## config.mk

```make
export PLATFORM = sky130hd
export DESIGN_NAME = tagged_integer_record_decoder_top_flat
export DESIGN_NICKNAME = d
export VERILOG_FILES = /design/src/hdl/tirdec_pkg.sv /design/src/hdl/tirdec_if.sv /design/src/hdl/tagged_integer_record_decoder_top.sv /design/src/hdl/tirdec_front.sv /design/src/hdl/tirdec_queue.sv /design/src/hdl/tirdec_back.sv /design/src/flat_wrapper.sv
export SDC_FILE = /design/constraint.sdc
export NUM_CORES = 1
export LEC_CHECK = 0
export BUFFER_PORTS_ARGS = -buffer_cell sky130_fd_sc_hd__buf_2
export CAP_MARGIN = 20
export CORE_ASPECT_RATIO = 0.75
export CORE_MARGIN = 4
export CORE_UTILIZATION = 60
export CTS_BUF_LIST = sky130_fd_sc_hd__clkbuf_2 sky130_fd_sc_hd__clkbuf_4 sky130_fd_sc_hd__clkbuf_8
export CTS_CLUSTER_SIZE = 20
export DETAILED_ROUTE_END_ITERATION = 16
export MAX_ROUTING_LAYER = met4
export PLACE_DENSITY = 0.84
export SYNTH_ARGS = -nofsm -noshare
export SYNTH_HDL_FRONTEND = slang
export SYNTH_SLANG_ARGS = --single-unit
```

## constraint.sdc

```tcl
create_clock -name clk -period 5.9 [get_ports clk]
set_input_delay 0.295 -clock clk [delete_from_list [all_inputs] [get_ports clk]]
set_output_delay 0.295 -clock clk [all_outputs]
set_load 0.005 [all_outputs]
```

## src/hdl/tirdec_pkg.sv

```systemverilog
// ----------------------------------------------------------------------------
// tirdec_pkg
// Shared types and constants for the tagged integer record decoder.
// ----------------------------------------------------------------------------
package tirdec_pkg;

    localparam int VALUE_BITS_DEF = 64;
    localparam int QUEUE_DEPTH    = 2;

    // tag bytes
    localparam logic [7:0] TAG_BIT      = 8'h00;
    localparam logic [7:0] TAG_SIGNED   = 8'h02;
    localparam logic [7:0] TAG_UNSIGNED = 8'h04;

    // length byte fields
    localparam logic [7:0] SIGN_MASK = 8'h80;
    localparam logic [7:0] LEN_MASK  = 8'h7F;

    // stream word kinds
    localparam logic KIND_DATA = 1'b0;
    localparam logic KIND_END  = 1'b1;

    typedef enum logic [1:0] {
        ST_OK     = 2'd0,
        ST_BADTAG = 2'd1,
        ST_END    = 2'd2,
        ST_LONG   = 2'd3
    } status_t;

    typedef enum logic [1:0] {
        VT_BIT      = 2'd0,
        VT_SIGNED   = 2'd1,
        VT_UNSIGNED = 2'd2
    } vtype_t;

    // what the back end does with a queued command
    typedef enum logic [1:0] {
        CMD_EMIT  = 2'd0,  // result fully known, no accumulator use
        CMD_SHIFT = 2'd1,  // shift a magnitude byte in, no result
        CMD_LAST  = 2'd2   // shift the final magnitude byte in and emit
    } cmd_op_t;

    typedef struct packed {
        cmd_op_t    op;
        logic       first;     // first magnitude byte: accumulator starts at zero
        logic [7:0] data_byte;
        status_t    status;
        vtype_t     vtype;
        logic       neg;
    } cmd_t;

endpackage

```

## src/hdl/tirdec_if.sv

```systemverilog
// ----------------------------------------------------------------------------
// tirdec_if
// Valid/ready channels for stream bytes in and decoded results out.
// ----------------------------------------------------------------------------
interface tirdec_in_if;
    logic       valid;
    logic       ready;
    logic       kind;
    logic [7:0] data_byte;

    modport source (output valid, output kind, output data_byte, input ready);
    modport sink   (input valid, input kind, input data_byte, output ready);
endinterface

interface tirdec_out_if;
    logic        valid;
    logic        ready;
    logic [1:0]  status;
    logic [1:0]  value_type;
    logic [63:0] value_bits;
    logic [7:0]  offending_tag;

    modport source (output valid, output status, output value_type, output value_bits,
                    output offending_tag, input ready);
    modport sink   (input valid, input status, input value_type, input value_bits,
                    input offending_tag, output ready);
endinterface

```

## src/hdl/tagged_integer_record_decoder_top.sv

```systemverilog
// ----------------------------------------------------------------------------
// tagged_integer_record_decoder_top - tagged integer/bit record decoder
// The last byte's command is queued, then its result is registered at the output.
// Throughput: one stream word per cycle; stalls only when a stalled output fills the queue.
// Reset: async active-low rst_n; parser awaits a tag, queue and output are empty.
// ----------------------------------------------------------------------------
module tagged_integer_record_decoder_top #(
    parameter int VALUE_BITS = tirdec_pkg::VALUE_BITS_DEF
) (
    input  logic          clk,
    input  logic          rst_n,
    tirdec_in_if.sink     stream,
    tirdec_out_if.source  result
);

    // Structure:
    //   front : parses tag and length bytes, holds the record state (phase,
    //           type, sign, bytes left, too-long flag) and turns every byte
    //           that matters into one command word.
    //   queue : two-entry command queue; the front only stalls when it is full.
    //   back  : owns the magnitude accumulator, does the final negation and
    //           keeps the result in an output register, so a new command can
    //           be taken in the same cycle the old result is taken.
    // Tag and length bytes of integer records make no command; they only
    // update front state.

    logic              q_full;
    logic              q_push;
    tirdec_pkg::cmd_t  q_push_cmd;
    logic              q_pop;
    logic              q_head_valid;
    tirdec_pkg::cmd_t  q_head_cmd;

    tirdec_front #(
        .VALUE_BITS (VALUE_BITS)
    ) u_front (
        .clk       (clk),
        .rst_n     (rst_n),
        .in_valid  (stream.valid),
        .in_ready  (stream.ready),
        .kind      (stream.kind),
        .data_byte (stream.data_byte),
        .q_full    (q_full),
        .push      (q_push),
        .cmd       (q_push_cmd)
    );

    tirdec_queue u_queue (
        .clk        (clk),
        .rst_n      (rst_n),
        .push       (q_push),
        .push_cmd   (q_push_cmd),
        .full       (q_full),
        .pop        (q_pop),
        .head_valid (q_head_valid),
        .head_cmd   (q_head_cmd)
    );

    // the accumulator width follows VALUE_BITS; results are always 64 bits
    tirdec_back #(
        .VALUE_BITS (VALUE_BITS)
    ) u_back (
        .clk           (clk),
        .rst_n         (rst_n),
        .head_valid    (q_head_valid),
        .head_cmd      (q_head_cmd),
        .pop           (q_pop),
        .out_valid     (result.valid),
        .out_ready     (result.ready),
        .status        (result.status),
        .value_type    (result.value_type),
        .value_bits    (result.value_bits),
        .offending_tag (result.offending_tag)
    );

endmodule

```

## src/hdl/tirdec_front.sv

```systemverilog
// ----------------------------------------------------------------------------
// tirdec_front
// Record parser: tracks tag/length/data phase and issues back-end commands.
// ----------------------------------------------------------------------------
module tirdec_front #(
    parameter int VALUE_BITS = tirdec_pkg::VALUE_BITS_DEF
) (
    input  logic              clk,
    input  logic              rst_n,
    input  logic              in_valid,
    output logic              in_ready,
    input  logic              kind,
    input  logic [7:0]        data_byte,
    input  logic              q_full,
    output logic              push,
    output tirdec_pkg::cmd_t  cmd
);

    typedef enum logic [2:0] {
        PH_TAG  = 3'b001,
        PH_LEN  = 3'b010,
        PH_DATA = 3'b100
    } phase_t;

    phase_t                     phase_reg, phase_next;
    tirdec_pkg::vtype_t         type_reg, type_next;
    logic                       neg_reg, neg_next;
    logic [7:0]                 left_reg, left_next;
    logic                       ovf_reg, ovf_next;
    logic                       first_reg, first_next;

    logic                       accept;
    logic [7:0]                 len_plus1;
    logic [10:0]                len_bits;

    assign in_ready  = !q_full;
    assign accept    = in_valid && in_ready;
    assign len_plus1 = (data_byte & tirdec_pkg::LEN_MASK) + 8'd1;
    assign len_bits  = {len_plus1, 3'b000};

    always_comb
    begin
        phase_next = phase_reg;
        type_next  = type_reg;
        neg_next   = neg_reg;
        left_next  = left_reg;
        ovf_next   = ovf_reg;
        first_next = first_reg;
        push       = 1'b0;
        cmd.op        = tirdec_pkg::CMD_EMIT;
        cmd.first     = first_reg;
        cmd.data_byte = data_byte;
        cmd.status    = tirdec_pkg::ST_OK;
        cmd.vtype     = type_reg;
        cmd.neg       = neg_reg;

        if (accept)
        begin
            if (kind == tirdec_pkg::KIND_END)
            begin
                push       = 1'b1;
                cmd.status = tirdec_pkg::ST_END;
                cmd.vtype  = (phase_reg == PH_TAG) ? tirdec_pkg::VT_BIT : type_reg;
                phase_next = PH_TAG;
                type_next  = tirdec_pkg::VT_BIT;
            end
            else
            begin
                unique case (phase_reg)
                    PH_TAG:
                    begin
                        unique case (data_byte)
                            tirdec_pkg::TAG_BIT:
                            begin
                                type_next  = tirdec_pkg::VT_BIT;
                                phase_next = PH_LEN;
                            end
                            tirdec_pkg::TAG_SIGNED:
                            begin
                                type_next  = tirdec_pkg::VT_SIGNED;
                                phase_next = PH_LEN;
                            end
                            tirdec_pkg::TAG_UNSIGNED:
                            begin
                                type_next  = tirdec_pkg::VT_UNSIGNED;
                                phase_next = PH_LEN;
                            end
                            default:
                            begin
                                push       = 1'b1;
                                cmd.status = tirdec_pkg::ST_BADTAG;
                                cmd.vtype  = tirdec_pkg::VT_BIT;
                            end
                        endcase
                    end
                    PH_LEN:
                    begin
                        if (type_reg == tirdec_pkg::VT_BIT)
                        begin
                            // bit record: this byte carries the value; the back end reports any nonzero byte as one
                            push       = 1'b1;
                            cmd.vtype  = tirdec_pkg::VT_BIT;
                            phase_next = PH_TAG;
                        end
                        else
                        begin
                            neg_next   = (type_reg == tirdec_pkg::VT_SIGNED) &&
                                         ((data_byte & tirdec_pkg::SIGN_MASK) != 8'd0);
                            left_next  = len_plus1;
                            ovf_next   = len_bits > 11'(VALUE_BITS);
                            first_next = 1'b1;
                            phase_next = PH_DATA;
                        end
                    end
                    PH_DATA:
                    begin
                        push       = 1'b1;
                        first_next = 1'b0;
                        left_next  = left_reg - 8'd1;
                        if (left_reg == 8'd1)
                        begin
                            cmd.op     = tirdec_pkg::CMD_LAST;
                            cmd.status = ovf_reg ? tirdec_pkg::ST_LONG : tirdec_pkg::ST_OK;
                            phase_next = PH_TAG;
                            type_next  = tirdec_pkg::VT_BIT;
                        end
                        else
                        begin
                            cmd.op = tirdec_pkg::CMD_SHIFT;
                        end
                    end
                    default:
                    begin
                        phase_next = PH_TAG;
                    end
                endcase
            end
        end
    end

    always_ff @(posedge clk or negedge rst_n)
    begin
        if (!rst_n)
        begin
            phase_reg <= PH_TAG;
            type_reg  <= tirdec_pkg::VT_BIT;
            neg_reg   <= 1'b0;
            left_reg  <= 8'd0;
            ovf_reg   <= 1'b0;
            first_reg <= 1'b0;
        end
        else
        begin
            phase_reg <= phase_next;
            type_reg  <= type_next;
            neg_reg   <= neg_next;
            left_reg  <= left_next;
            ovf_reg   <= ovf_next;
            first_reg <= first_next;
        end
    end

`ifndef SYNTHESIS
    // a record in its data phase always has at least one byte to come
    a_left_nonzero: assert property (@(posedge clk) disable iff (!rst_n)
        phase_reg == PH_DATA |-> left_reg != 8'd0)
        else $error("data phase with no bytes left");

    // the final magnitude byte, and only it, closes the record
    a_last_cmd: assert property (@(posedge clk) disable iff (!rst_n)
        accept && kind == tirdec_pkg::KIND_DATA && phase_reg == PH_DATA |->
        ((cmd.op == tirdec_pkg::CMD_LAST) == (left_reg == 8'd1)))
        else $error("record closed at wrong byte");
`endif

endmodule

```

## src/hdl/tirdec_queue.sv

```systemverilog
// ----------------------------------------------------------------------------
// tirdec_queue
// Short command queue between parser and executor.
// ----------------------------------------------------------------------------
module tirdec_queue (
    input  logic              clk,
    input  logic              rst_n,
    input  logic              push,
    input  tirdec_pkg::cmd_t  push_cmd,
    output logic              full,
    input  logic              pop,
    output logic              head_valid,
    output tirdec_pkg::cmd_t  head_cmd
);

    localparam int PTR_W = (tirdec_pkg::QUEUE_DEPTH > 1) ? $clog2(tirdec_pkg::QUEUE_DEPTH) : 1;
    localparam int CNT_W = $clog2(tirdec_pkg::QUEUE_DEPTH + 1);

    tirdec_pkg::cmd_t  entry_reg [tirdec_pkg::QUEUE_DEPTH];
    logic [PTR_W-1:0]  wr_ptr_reg, wr_ptr_next;
    logic [PTR_W-1:0]  rd_ptr_reg, rd_ptr_next;
    logic [CNT_W-1:0]  count_reg, count_next;

    function automatic logic [PTR_W-1:0] ptr_inc(input logic [PTR_W-1:0] p);
        logic [PTR_W-1:0] r;
        if (p == PTR_W'(tirdec_pkg::QUEUE_DEPTH - 1)) r = '0;
        else                                           r = p + PTR_W'(1);
        return r;
    endfunction

    assign full       = (count_reg == CNT_W'(tirdec_pkg::QUEUE_DEPTH));
    assign head_valid = (count_reg != '0);
    assign head_cmd   = entry_reg[rd_ptr_reg];

    always_comb
    begin
        wr_ptr_next = push ? ptr_inc(wr_ptr_reg) : wr_ptr_reg;
        rd_ptr_next = pop  ? ptr_inc(rd_ptr_reg) : rd_ptr_reg;
        count_next  = count_reg;
        if (push && !pop)      count_next = count_reg + CNT_W'(1);
        else if (pop && !push) count_next = count_reg - CNT_W'(1);
    end

    always_ff @(posedge clk)
    begin
        if (push)
        begin
            entry_reg[wr_ptr_reg] <= push_cmd;
        end
    end

    always_ff @(posedge clk or negedge rst_n)
    begin
        if (!rst_n)
        begin
            wr_ptr_reg <= '0;
            rd_ptr_reg <= '0;
            count_reg  <= '0;
        end
        else
        begin
            wr_ptr_reg <= wr_ptr_next;
            rd_ptr_reg <= rd_ptr_next;
            count_reg  <= count_next;
        end
    end

`ifndef SYNTHESIS
    a_no_overrun: assert property (@(posedge clk) disable iff (!rst_n)
        !(push && full) && !(pop && !head_valid))
        else $error("command queue overrun or underrun");
`endif

endmodule

```

## src/hdl/tirdec_back.sv

```systemverilog
// ----------------------------------------------------------------------------
// tirdec_back
// Executor: magnitude accumulator, negation and result register.
// ----------------------------------------------------------------------------
module tirdec_back #(
    parameter int VALUE_BITS = tirdec_pkg::VALUE_BITS_DEF
) (
    input  logic              clk,
    input  logic              rst_n,
    input  logic              head_valid,
    input  tirdec_pkg::cmd_t  head_cmd,
    output logic              pop,
    output logic              out_valid,
    input  logic              out_ready,
    output logic [1:0]        status,
    output logic [1:0]        value_type,
    output logic [63:0]       value_bits,
    output logic [7:0]        offending_tag
);

    logic [VALUE_BITS-1:0]   acc_reg;
    logic [VALUE_BITS-1:0]   acc_base;
    logic [VALUE_BITS+7:0]   acc_join;
    logic [VALUE_BITS-1:0]   acc_next;
    logic [63:0]             mag;
    logic [63:0]             value_calc;
    logic [7:0]              tag_calc;

    logic                    out_valid_reg, out_valid_next;
    logic [1:0]              status_reg;
    logic [1:0]              vtype_reg;
    logic [63:0]             value_reg;
    logic [7:0]              tag_reg;

    logic                    emits;
    logic                    out_free;

    assign emits    = (head_cmd.op != tirdec_pkg::CMD_SHIFT);
    assign out_free = !out_valid_reg || out_ready;
    assign pop      = head_valid && (!emits || out_free);

    assign acc_base = head_cmd.first ? '0 : acc_reg;
    assign acc_join = {acc_base, head_cmd.data_byte};
    assign acc_next = acc_join[VALUE_BITS-1:0];
    assign mag      = 64'(acc_next);

    always_comb
    begin
        tag_calc = (head_cmd.status == tirdec_pkg::ST_BADTAG) ? head_cmd.data_byte : 8'd0;
        if (head_cmd.op == tirdec_pkg::CMD_EMIT)
        begin
            // only a finished bit record carries a value here
            value_calc = (head_cmd.status == tirdec_pkg::ST_OK) ?
                         {63'd0, (head_cmd.data_byte != 8'd0)} : 64'd0;
        end
        else
        begin
            value_calc = head_cmd.neg ? (64'd0 - mag) : mag;
        end
        out_valid_next = out_valid_reg;
        if (out_ready)         out_valid_next = 1'b0;
        if (pop && emits)      out_valid_next = 1'b1;
    end

    always_ff @(posedge clk)
    begin
        if (pop && head_cmd.op != tirdec_pkg::CMD_EMIT)
        begin
            acc_reg <= acc_next;
        end
        if (pop && emits)
        begin
            status_reg <= head_cmd.status;
            vtype_reg  <= head_cmd.vtype;
            value_reg  <= value_calc;
            tag_reg    <= tag_calc;
        end
    end

    always_ff @(posedge clk or negedge rst_n)
    begin
        if (!rst_n)
        begin
            out_valid_reg <= 1'b0;
        end
        else
        begin
            out_valid_reg <= out_valid_next;
        end
    end

    assign out_valid     = out_valid_reg;
    assign status        = status_reg;
    assign value_type    = vtype_reg;
    assign value_bits    = value_reg;
    assign offending_tag = tag_reg;

`ifndef SYNTHESIS
    // a shift-only command never makes a result appear
    a_shift_silent: assert property (@(posedge clk) disable iff (!rst_n)
        pop && !emits |=> out_valid_reg == $past(out_valid_reg && !out_ready))
        else $error("shift command produced a result");
`endif

endmodule
```

## src/flat_wrapper.sv

```systemverilog
// flat-port wrapper written by rule: the top's interface ports become plain ports
module tagged_integer_record_decoder_top_flat 
#(
    parameter int VALUE_BITS = tirdec_pkg::VALUE_BITS_DEF
)
  (clk, rst_n, stream_valid, stream_kind, stream_data_byte, stream_ready, result_valid, result_status, result_value_type, result_value_bits, result_offending_tag, result_ready);
  tirdec_in_if stream_i ();
  tirdec_out_if result_i ();
  input  logic clk;
  input  logic rst_n;
  input wire logic [$bits(stream_i.valid)-1:0] stream_valid;
  input wire logic [$bits(stream_i.kind)-1:0] stream_kind;
  input wire logic [$bits(stream_i.data_byte)-1:0] stream_data_byte;
  output wire logic [$bits(stream_i.ready)-1:0] stream_ready;
  output wire logic [$bits(result_i.valid)-1:0] result_valid;
  output wire logic [$bits(result_i.status)-1:0] result_status;
  output wire logic [$bits(result_i.value_type)-1:0] result_value_type;
  output wire logic [$bits(result_i.value_bits)-1:0] result_value_bits;
  output wire logic [$bits(result_i.offending_tag)-1:0] result_offending_tag;
  input wire logic [$bits(result_i.ready)-1:0] result_ready;
  assign stream_i.valid = stream_valid;
  assign stream_i.kind = stream_kind;
  assign stream_i.data_byte = stream_data_byte;
  assign stream_ready = stream_i.ready;
  assign result_valid = result_i.valid;
  assign result_status = result_i.status;
  assign result_value_type = result_i.value_type;
  assign result_value_bits = result_i.value_bits;
  assign result_offending_tag = result_i.offending_tag;
  assign result_i.ready = result_ready;
  tagged_integer_record_decoder_top #(.VALUE_BITS(VALUE_BITS)) u_core (.clk(clk), .rst_n(rst_n), .stream(stream_i), .result(result_i));
endmodule
```

==> Yosys cells after proc, flatten, opt, wreduce, memory -nomap -nowiden <==
Memories as Yosys holds them, arrays and structs flattened.
Cells that the tools add are included.
{ "word_totals": {"mem_bits_rw": 32, "inputBits": 13, "reg_bits": 153, "output_inout_bits": 78, "memories": 1} }
{ "mem_list": {"columns": ["name", "words", "word_bits", "rd", "rd_clocked_by_memory_dff", "write_ports", "line_no", "text"], "rows": [
  ["u_core.u_queue.entry_reg", 2, 16, 1, 0, 1, "tirdec_queue.sv:19", "tirdec_pkg::cmd_t entry_reg [tirdec_pkg::QUEUE_DEPTH];"]
]} }
{ "classes": {"bitwise": 2, "muxes": 43, "n_eq_ne": 14, "reduce_logical": 30, "order_cmp": 1, "add_sub_neg": 7} }
{ "ops": {"columns": ["cell", "count"], "rows": [
  ["64-bit two-way mux", 2],
  ["1-bit by 64-bit subtractor with 64-bit output (first input constant)", 1],
  ["56-bit two-way mux", 1],
  ["2-bit two-way mux", 12],
  ["8-bit case mux with 2 select lines", 1],
  ["3-bit two-way mux", 5],
  ["1-bit two-way mux", 12],
  ["2-bit case mux with 2 select lines", 3],
  ["4-bit AND reduction", 3],
  ["11-bit by 7-bit greater-than comparator with 1-bit output (second input constant)", 1],
  ["2-bit nonzero test", 5],
  ["3-bit case mux with 3 select lines", 1],
  ["7-bit by 1-bit adder with 8-bit output (second input constant)", 1],
  ["8-bit by 1-bit == test with 1-bit output (second input constant)", 1],
  ["8-bit by 2-bit == test with 1-bit output (second input constant)", 1],
  ["8-bit by 3-bit == test with 1-bit output (second input constant)", 1],
  ["8-bit zero test", 1],
  ["4-bit two-way mux", 2],
  ["8-bit two-way mux", 1],
  ["8-bit nonzero test", 1],
  ["8-bit by 1-bit subtractor with 8-bit output (second input constant)", 1],
  ["1-bit logical AND", 7],
  ["2-bit zero test", 3],
  ["3-bit inequality test (second input constant)", 2],
  ["20 further kinds", 28]
]} }

==> Longest topological paths before layout <==
{ "logic_depth": {"word_depth": 10, "mapped_depth": 11} }

==> Cells and area by module <==
From an unflattened synthesis, not the netlist that was laid out.
{ "hier_totals": {"hier_cells": 868, "hier_area_um2": 9658.0} }
{ "modules_own_cells": {"columns": ["mod", "seq_area_each_um2", "n_inst", "area_per_inst_um2", "cells_per_inst"], "rows": [
  ["tirdec_back", 3988.8, 1, 6967.9, 643],
  ["tirdec_queue", 1061.0, 1, 1395.1, 66],
  ["tirdec_front", 401.6, 1, 1295.0, 159]
]} }

==> Least setup slack after synthesis <==
OpenSTA, ideal clock, no wires.
{ "synth_path": {"kind": "flip-flop to flip-flop", "start": "reg u_core.u_queue.rd_ptr_reg", "end": "reg u_core.u_back.tag_reg[0] (netlist: u_core.u_back.offending_tag[0]), enable pin", "synth_period_minus_slack_ps": 5344, "path_slack_ps": 556, "setup_time_ps": 511, "arrival_ps": 4833, "n_path_buf": 3, "t_required_ps": 5389, "stages_incl_launch_ff": 8, "path_cell_list": "dfrtp_1 -> buf_2 -> buf_4 -> buf_1 -> nand2_1 -> o32ai_1 -> o22ai_1 -> nor2_1"} }
{ "synth_between": {"elab_chain_cells": 6} }
{ "synth_lines": {"columns": ["item", "line_no", "text"], "rows": [
  ["start, declared", "tirdec_queue.sv:21", "logic [PTR_W-1:0] rd_ptr_reg, rd_ptr_next;"],
  ["start signal, assigned", "tirdec_queue.sv:63", "rd_ptr_reg <= rd_ptr_next;"],
  ["memory 2 x 16 bit (*)", null, null],
  ["2-bit by 1-bit inequality test with 1-bit output (*)", "tirdec_back.sv:38", "assign emits = (head_cmd.op != tirdec_pkg::CMD_SHIFT);"],
  ["1-bit zero test", "tirdec_back.sv:40", "assign pop = head_valid && (!emits || out_free);"],
  ["1-bit logical OR", "tirdec_back.sv:40", null],
  ["1-bit logical AND", "tirdec_back.sv:40", null],
  ["1-bit logical AND (*)", "tirdec_back.sv:71", "if (pop && emits)"],
  ["end signal, assigned", "tirdec_back.sv:76", "tag_reg <= tag_calc;"],
  ["end, declared", "tirdec_back.sv:33", "logic [7:0] tag_reg;"]
]} }
Every way passes the cells marked *; elsewhere a longest branch is shown, timed or not.
A chain may end at the register's enable or synchronous reset.

==> Worst setup path after layout <==
{ "layout_path": {"start": "reg u_core.u_queue.rd_ptr_reg", "end": "reg u_core.u_back.value_reg[56] (netlist: u_core.u_back.value_bits[56]), data pin"} }
{ "layout_between": {"elab_chain_cells": 5, "word_cells_on_any_way": 6, "classes_between": "add/sub: 1; mux: 3; reduce/logical: 1; memory: 1"} }
{ "layout_lines": {"columns": ["item", "line_no", "text"], "rows": [
  ["memory 2 x 16 bit (*)", null, null],
  ["56-bit two-way mux", "tirdec_back.sv:42", "assign acc_base = head_cmd.first ? '0 : acc_reg;"],
  ["1-bit by 64-bit subtractor with 64-bit output", "tirdec_back.sv:58", "value_calc = head_cmd.neg ? (64'd0 - mag) : mag;"],
  ["64-bit two-way mux", "tirdec_back.sv:58", null],
  ["64-bit two-way mux (*)", "tirdec_back.sv:50", "if (head_cmd.op == tirdec_pkg::CMD_EMIT)"],
  ["end signal, assigned", "tirdec_back.sv:75", "value_reg <= value_calc;"],
  ["end, declared", "tirdec_back.sv:32", "logic [63:0] value_reg;"]
]} }
Marked as above.

==> flow_summary.json <==
{
  "grt_pass1_wl_um": 40200,
  "finalHoldViolCount": 0,
  "io_pins": 91,
  "path_clk_slew_ns": 0.11,
  "ys_types": 74,
  "cpPeakStageDelay_ns": 0.59,
  "n_antenna_cell": 0,
  "finalClockSkew_ns": 0.0196,
  "dr.pass1.iters": 6,
  "area_growth_pct": 12.1,
  "worst-r2r-setup-slack_ns": 2.41,
  "maxSlewViolCount": 0,
  "drt_iter0_drc": 1378,
  "ys_ff_latch": 185,
  "wl_per_cell_um": 22.0,
  "postSynthAreaPerCell_um2": 10.8,
  "worstPathCellList": "buf_4 > mux2i_1 > ha_1 > o21ai_0 > nor2_1 > o21ai_0 > a32oi_1 > o41ai_1",
  "worstHoldStart": "stream_data_byte[7]",
  "cts_inserted_buffers": 17,
  "post-route-period-util_pct": 59.1,
  "cp_max_fo": 23,
  "tightest_slew_ns": 1.03,
  "initial_core_util_pct": 61.9,
  "io_buffer_count": 90,
  "cts_resized": 0,
  "r2r_end": "u_core.u_back.value_bits[56]",
  "ys_dominant_reg_cell": "edfxtp_1",
  "slowest_stage": "dfrtp_1",
  "synth_cells": 882,
  "grt_max_degree": 57,
  "clock_sinks": 185,
  "cts.htree.levels": 4,
  "clock_latency_ns": 0.49,
  "place_congestion": 1.01,
  "grt_overflow": 0,
  "clockRootBuffer": "clkbuf_8",
  "nNetsFinal": 988,
  "die_w_um": 154,
  "rr_worst_depth": 8,
  "fin_setup_tns_ns": 0,
  "rsz0062_at_grt": "no",
  "cp_data_required_time_ns": 6.12,
  "max-slew-margin-rel_pct": 30.4,
  "power_mw": 5.51,
  "fmax_mhz": 287,
  "powerDensity_nw_per_um2": 514,
  "cpMostUsedCell": "o21ai_0",
  "grt_pass1_vias": 7080,
  "die_area_um2": 18000,
  "drc": 0,
  "core_um2": 15400,
  "grt_antenna_before_repair": 0,
  "async_flop_share_pct": 11.4,
  "fin_util_pct": 69.4,
  "dieHeight_um": 117,
  "cts_hold_buf": 1,
  "p_leak_nw": 3.94,
  "crit_start": "u_core.u_queue.rd_ptr_reg",
  "nFillCells": 1161,
  "synthesis.nets": 903,
  "drive_above_1_share_pct": 16.9,
  "endpoint_kind": "flip-flop",
  "synth-edff-count": 164,
  "status": "finished, final reports clean",
  "hold_path_class": "input pin to flip-flop",
  "timing.rr.start": "u_core.u_queue.rd_ptr_reg",
  "ant_nets": 0,
  "cts_setup_buffers": 0,
  "peakVddDrop_uv": 258,
  "arrival_ns": 3.71,
  "min_period_ns": 3.49,
  "wl_um": 26100,
  "regArea_um2": 5450,
  "crit_buf_inv": 1,
  "via_count": 8014,
  "maxCapViolCount": 0,
  "cp_top_family": "compound AO/OA/AOI/OAI gates",
  "setup_viol": 0,
  "largest_reg_flops": 64,
  "path_depth": 8,
  "avgViaCountPerCell": 6.76,
  "crit_path_end": "u_core.u_back.value_bits[56]",
  "worst_hold_slack_ns": 0.0623,
  "num_rows": 39,
  "multiInputGateArea_um2": 3930,
  "yosysWarningCount": 0,
  "path_class": "flip-flop to flip-flop",
  "startpoint_type": "flip-flop",
  "dp_hpwl_um": 17900,
  "grt_use_total_pct": 29.9,
  "cts_tree": "yes",
  "cts_max_path_buffers": 2,
  "netlist_area_um2": 9550,
  "synth-seq-area-share_pct": 57.1
}
-- cells by family after synthesis --
| group | share of synthesized area [%] |
|---|---|
| AOI/OAI and AO/OA | 13.4 |
| xor gates and xnor gates | 2.84 |
| adders and majority gates | 1.05 |
| buffers and inverters | 2.44 |
| DFF | 57.1 |
| muxes | 2.29 |
| and+or+nand+nor | 20.9 |
-- layout make-up --
| cell class | count | share of cell area (%) |
|---|---|---|
| Timing Repair Buffer | 103 | 5.33 |
| Tap cell | 205 | 2.40 |
| Clock buffer | 17 | 2.19 |
| Clock inverter | 15 | 1.69 |
| Inverter | 23 | 0.806 |
| Sequential cell | 185 | 50.9 |
| Multi-Input combinational cell | 637 | 36.7 |
-- layout by cell type, fill, tap and decap left out, types with 4 or more instances in the layout --
master / n
and3_1: 8
clkbuf_8: 17
a31oi_1: 21
a21o_1: 6
nor3b_1: 10
mux2i_1: 12
inv_1: 23
nor2_1: 91
inv_6: 5
o22ai_1: 7
a211oi_1: 13
nand4_1: 12
a21oi_1: 54
or3_1: 13
mux2_2: 7
a22o_1: 4
edfxtp_1: 164
or2_2: 6
o31ai_1: 10
nor4_1: 25
xor2_1: 7
nand2_1: 61
ha_1: 8
nor2b_1: 5
nor3_1: 44
or4_1: 6
buf_4: 11
o32ai_1: 4
dfrtp_1: 20
and2_1: 53
xnor2_1: 24
nand2b_1: 11
buf_2: 90
nand3_1: 18
o21ai_0: 36
-- worst min path at each step --
stage                                                  to  cells after the start
after floorplan                   u_core.u_back.out_valid                      0
after global placement         u_core.u_front.left_reg[0]                      1
after detailed placement       u_core.u_front.left_reg[0]                      1
after CTS                 u_core.u_queue.entry_reg[0][12]                      1
after global routing      u_core.u_queue.entry_reg[0][12]                      1
final                     u_core.u_queue.entry_reg[0][12]                      1
-- per-layer routing --
metal  track usage [%]  wire length [um]  up-vias
met5                 -                 0        -
met4              8.82               689        0
met3              8.86              3810       91
met2              39.5             10500      634
met1              44.6             11100     3763
li1                  -                 -     3526
-- worst register-to-register path, stage by stage, from the launching register on --
cell,delay [ns]
dfrtp_1,0.59
buf_4,0.40
mux2i_1,0.46
ha_1,0.28
o21ai_0,0.16
nor2_1,0.58
o21ai_0,0.38
a32oi_1,0.28
o41ai_1,0.10
-- per-stage QoR --
| step | cells | setup slack (ns) | area [um2] |
|---|---|---|---|
| floorplan | 882 | 0.556 | 9550 |
| global placement | 1151 | 2.69 | 10300 |
| detailed placement | 1151 | 2.55 | 10300 |
| CTS | 1184 | 2.54 | 10700 |
| global route | 1185 | 2.20 | 10700 |
| finish | 1185 | 2.41 | 10700 |
-- cells in the mapped netlist, types with 7 or more instances --
cell,n,area [um2]
mux2_2,7,78.8
a211oi_1,13,97.6
or3_1,13,81.3
nand2_1,61,229
o31ai_1,10,75.1
nor4_1,25,156
nor3_1,44,220
nor2_1,93,349
clkbuf_1,27,101
o21ai_0,36,180
nor3b_1,10,75.1
nand2b_1,11,68.8
nand3_1,18,90.1
ha_1,8,100
a21oi_1,54,270
xor2_1,7,61.3
xnor2_1,24,210
mux2i_1,14,140
and2_1,53,332
o22ai_1,7,43.8
dfrtp_1,20,500
edfxtp_1,164,4920
and3_1,8,50.1
a31oi_1,21,131
nand4_1,12,75.1
inv_1,23,86.3
-- power breakdown --
group / internal (mW) / switching [mW]
logic: 0.700 / 1.26
clock network: 0.360 / 0.525
registers: 2.23 / 0.437
Power figures use the tool's default switching activity.
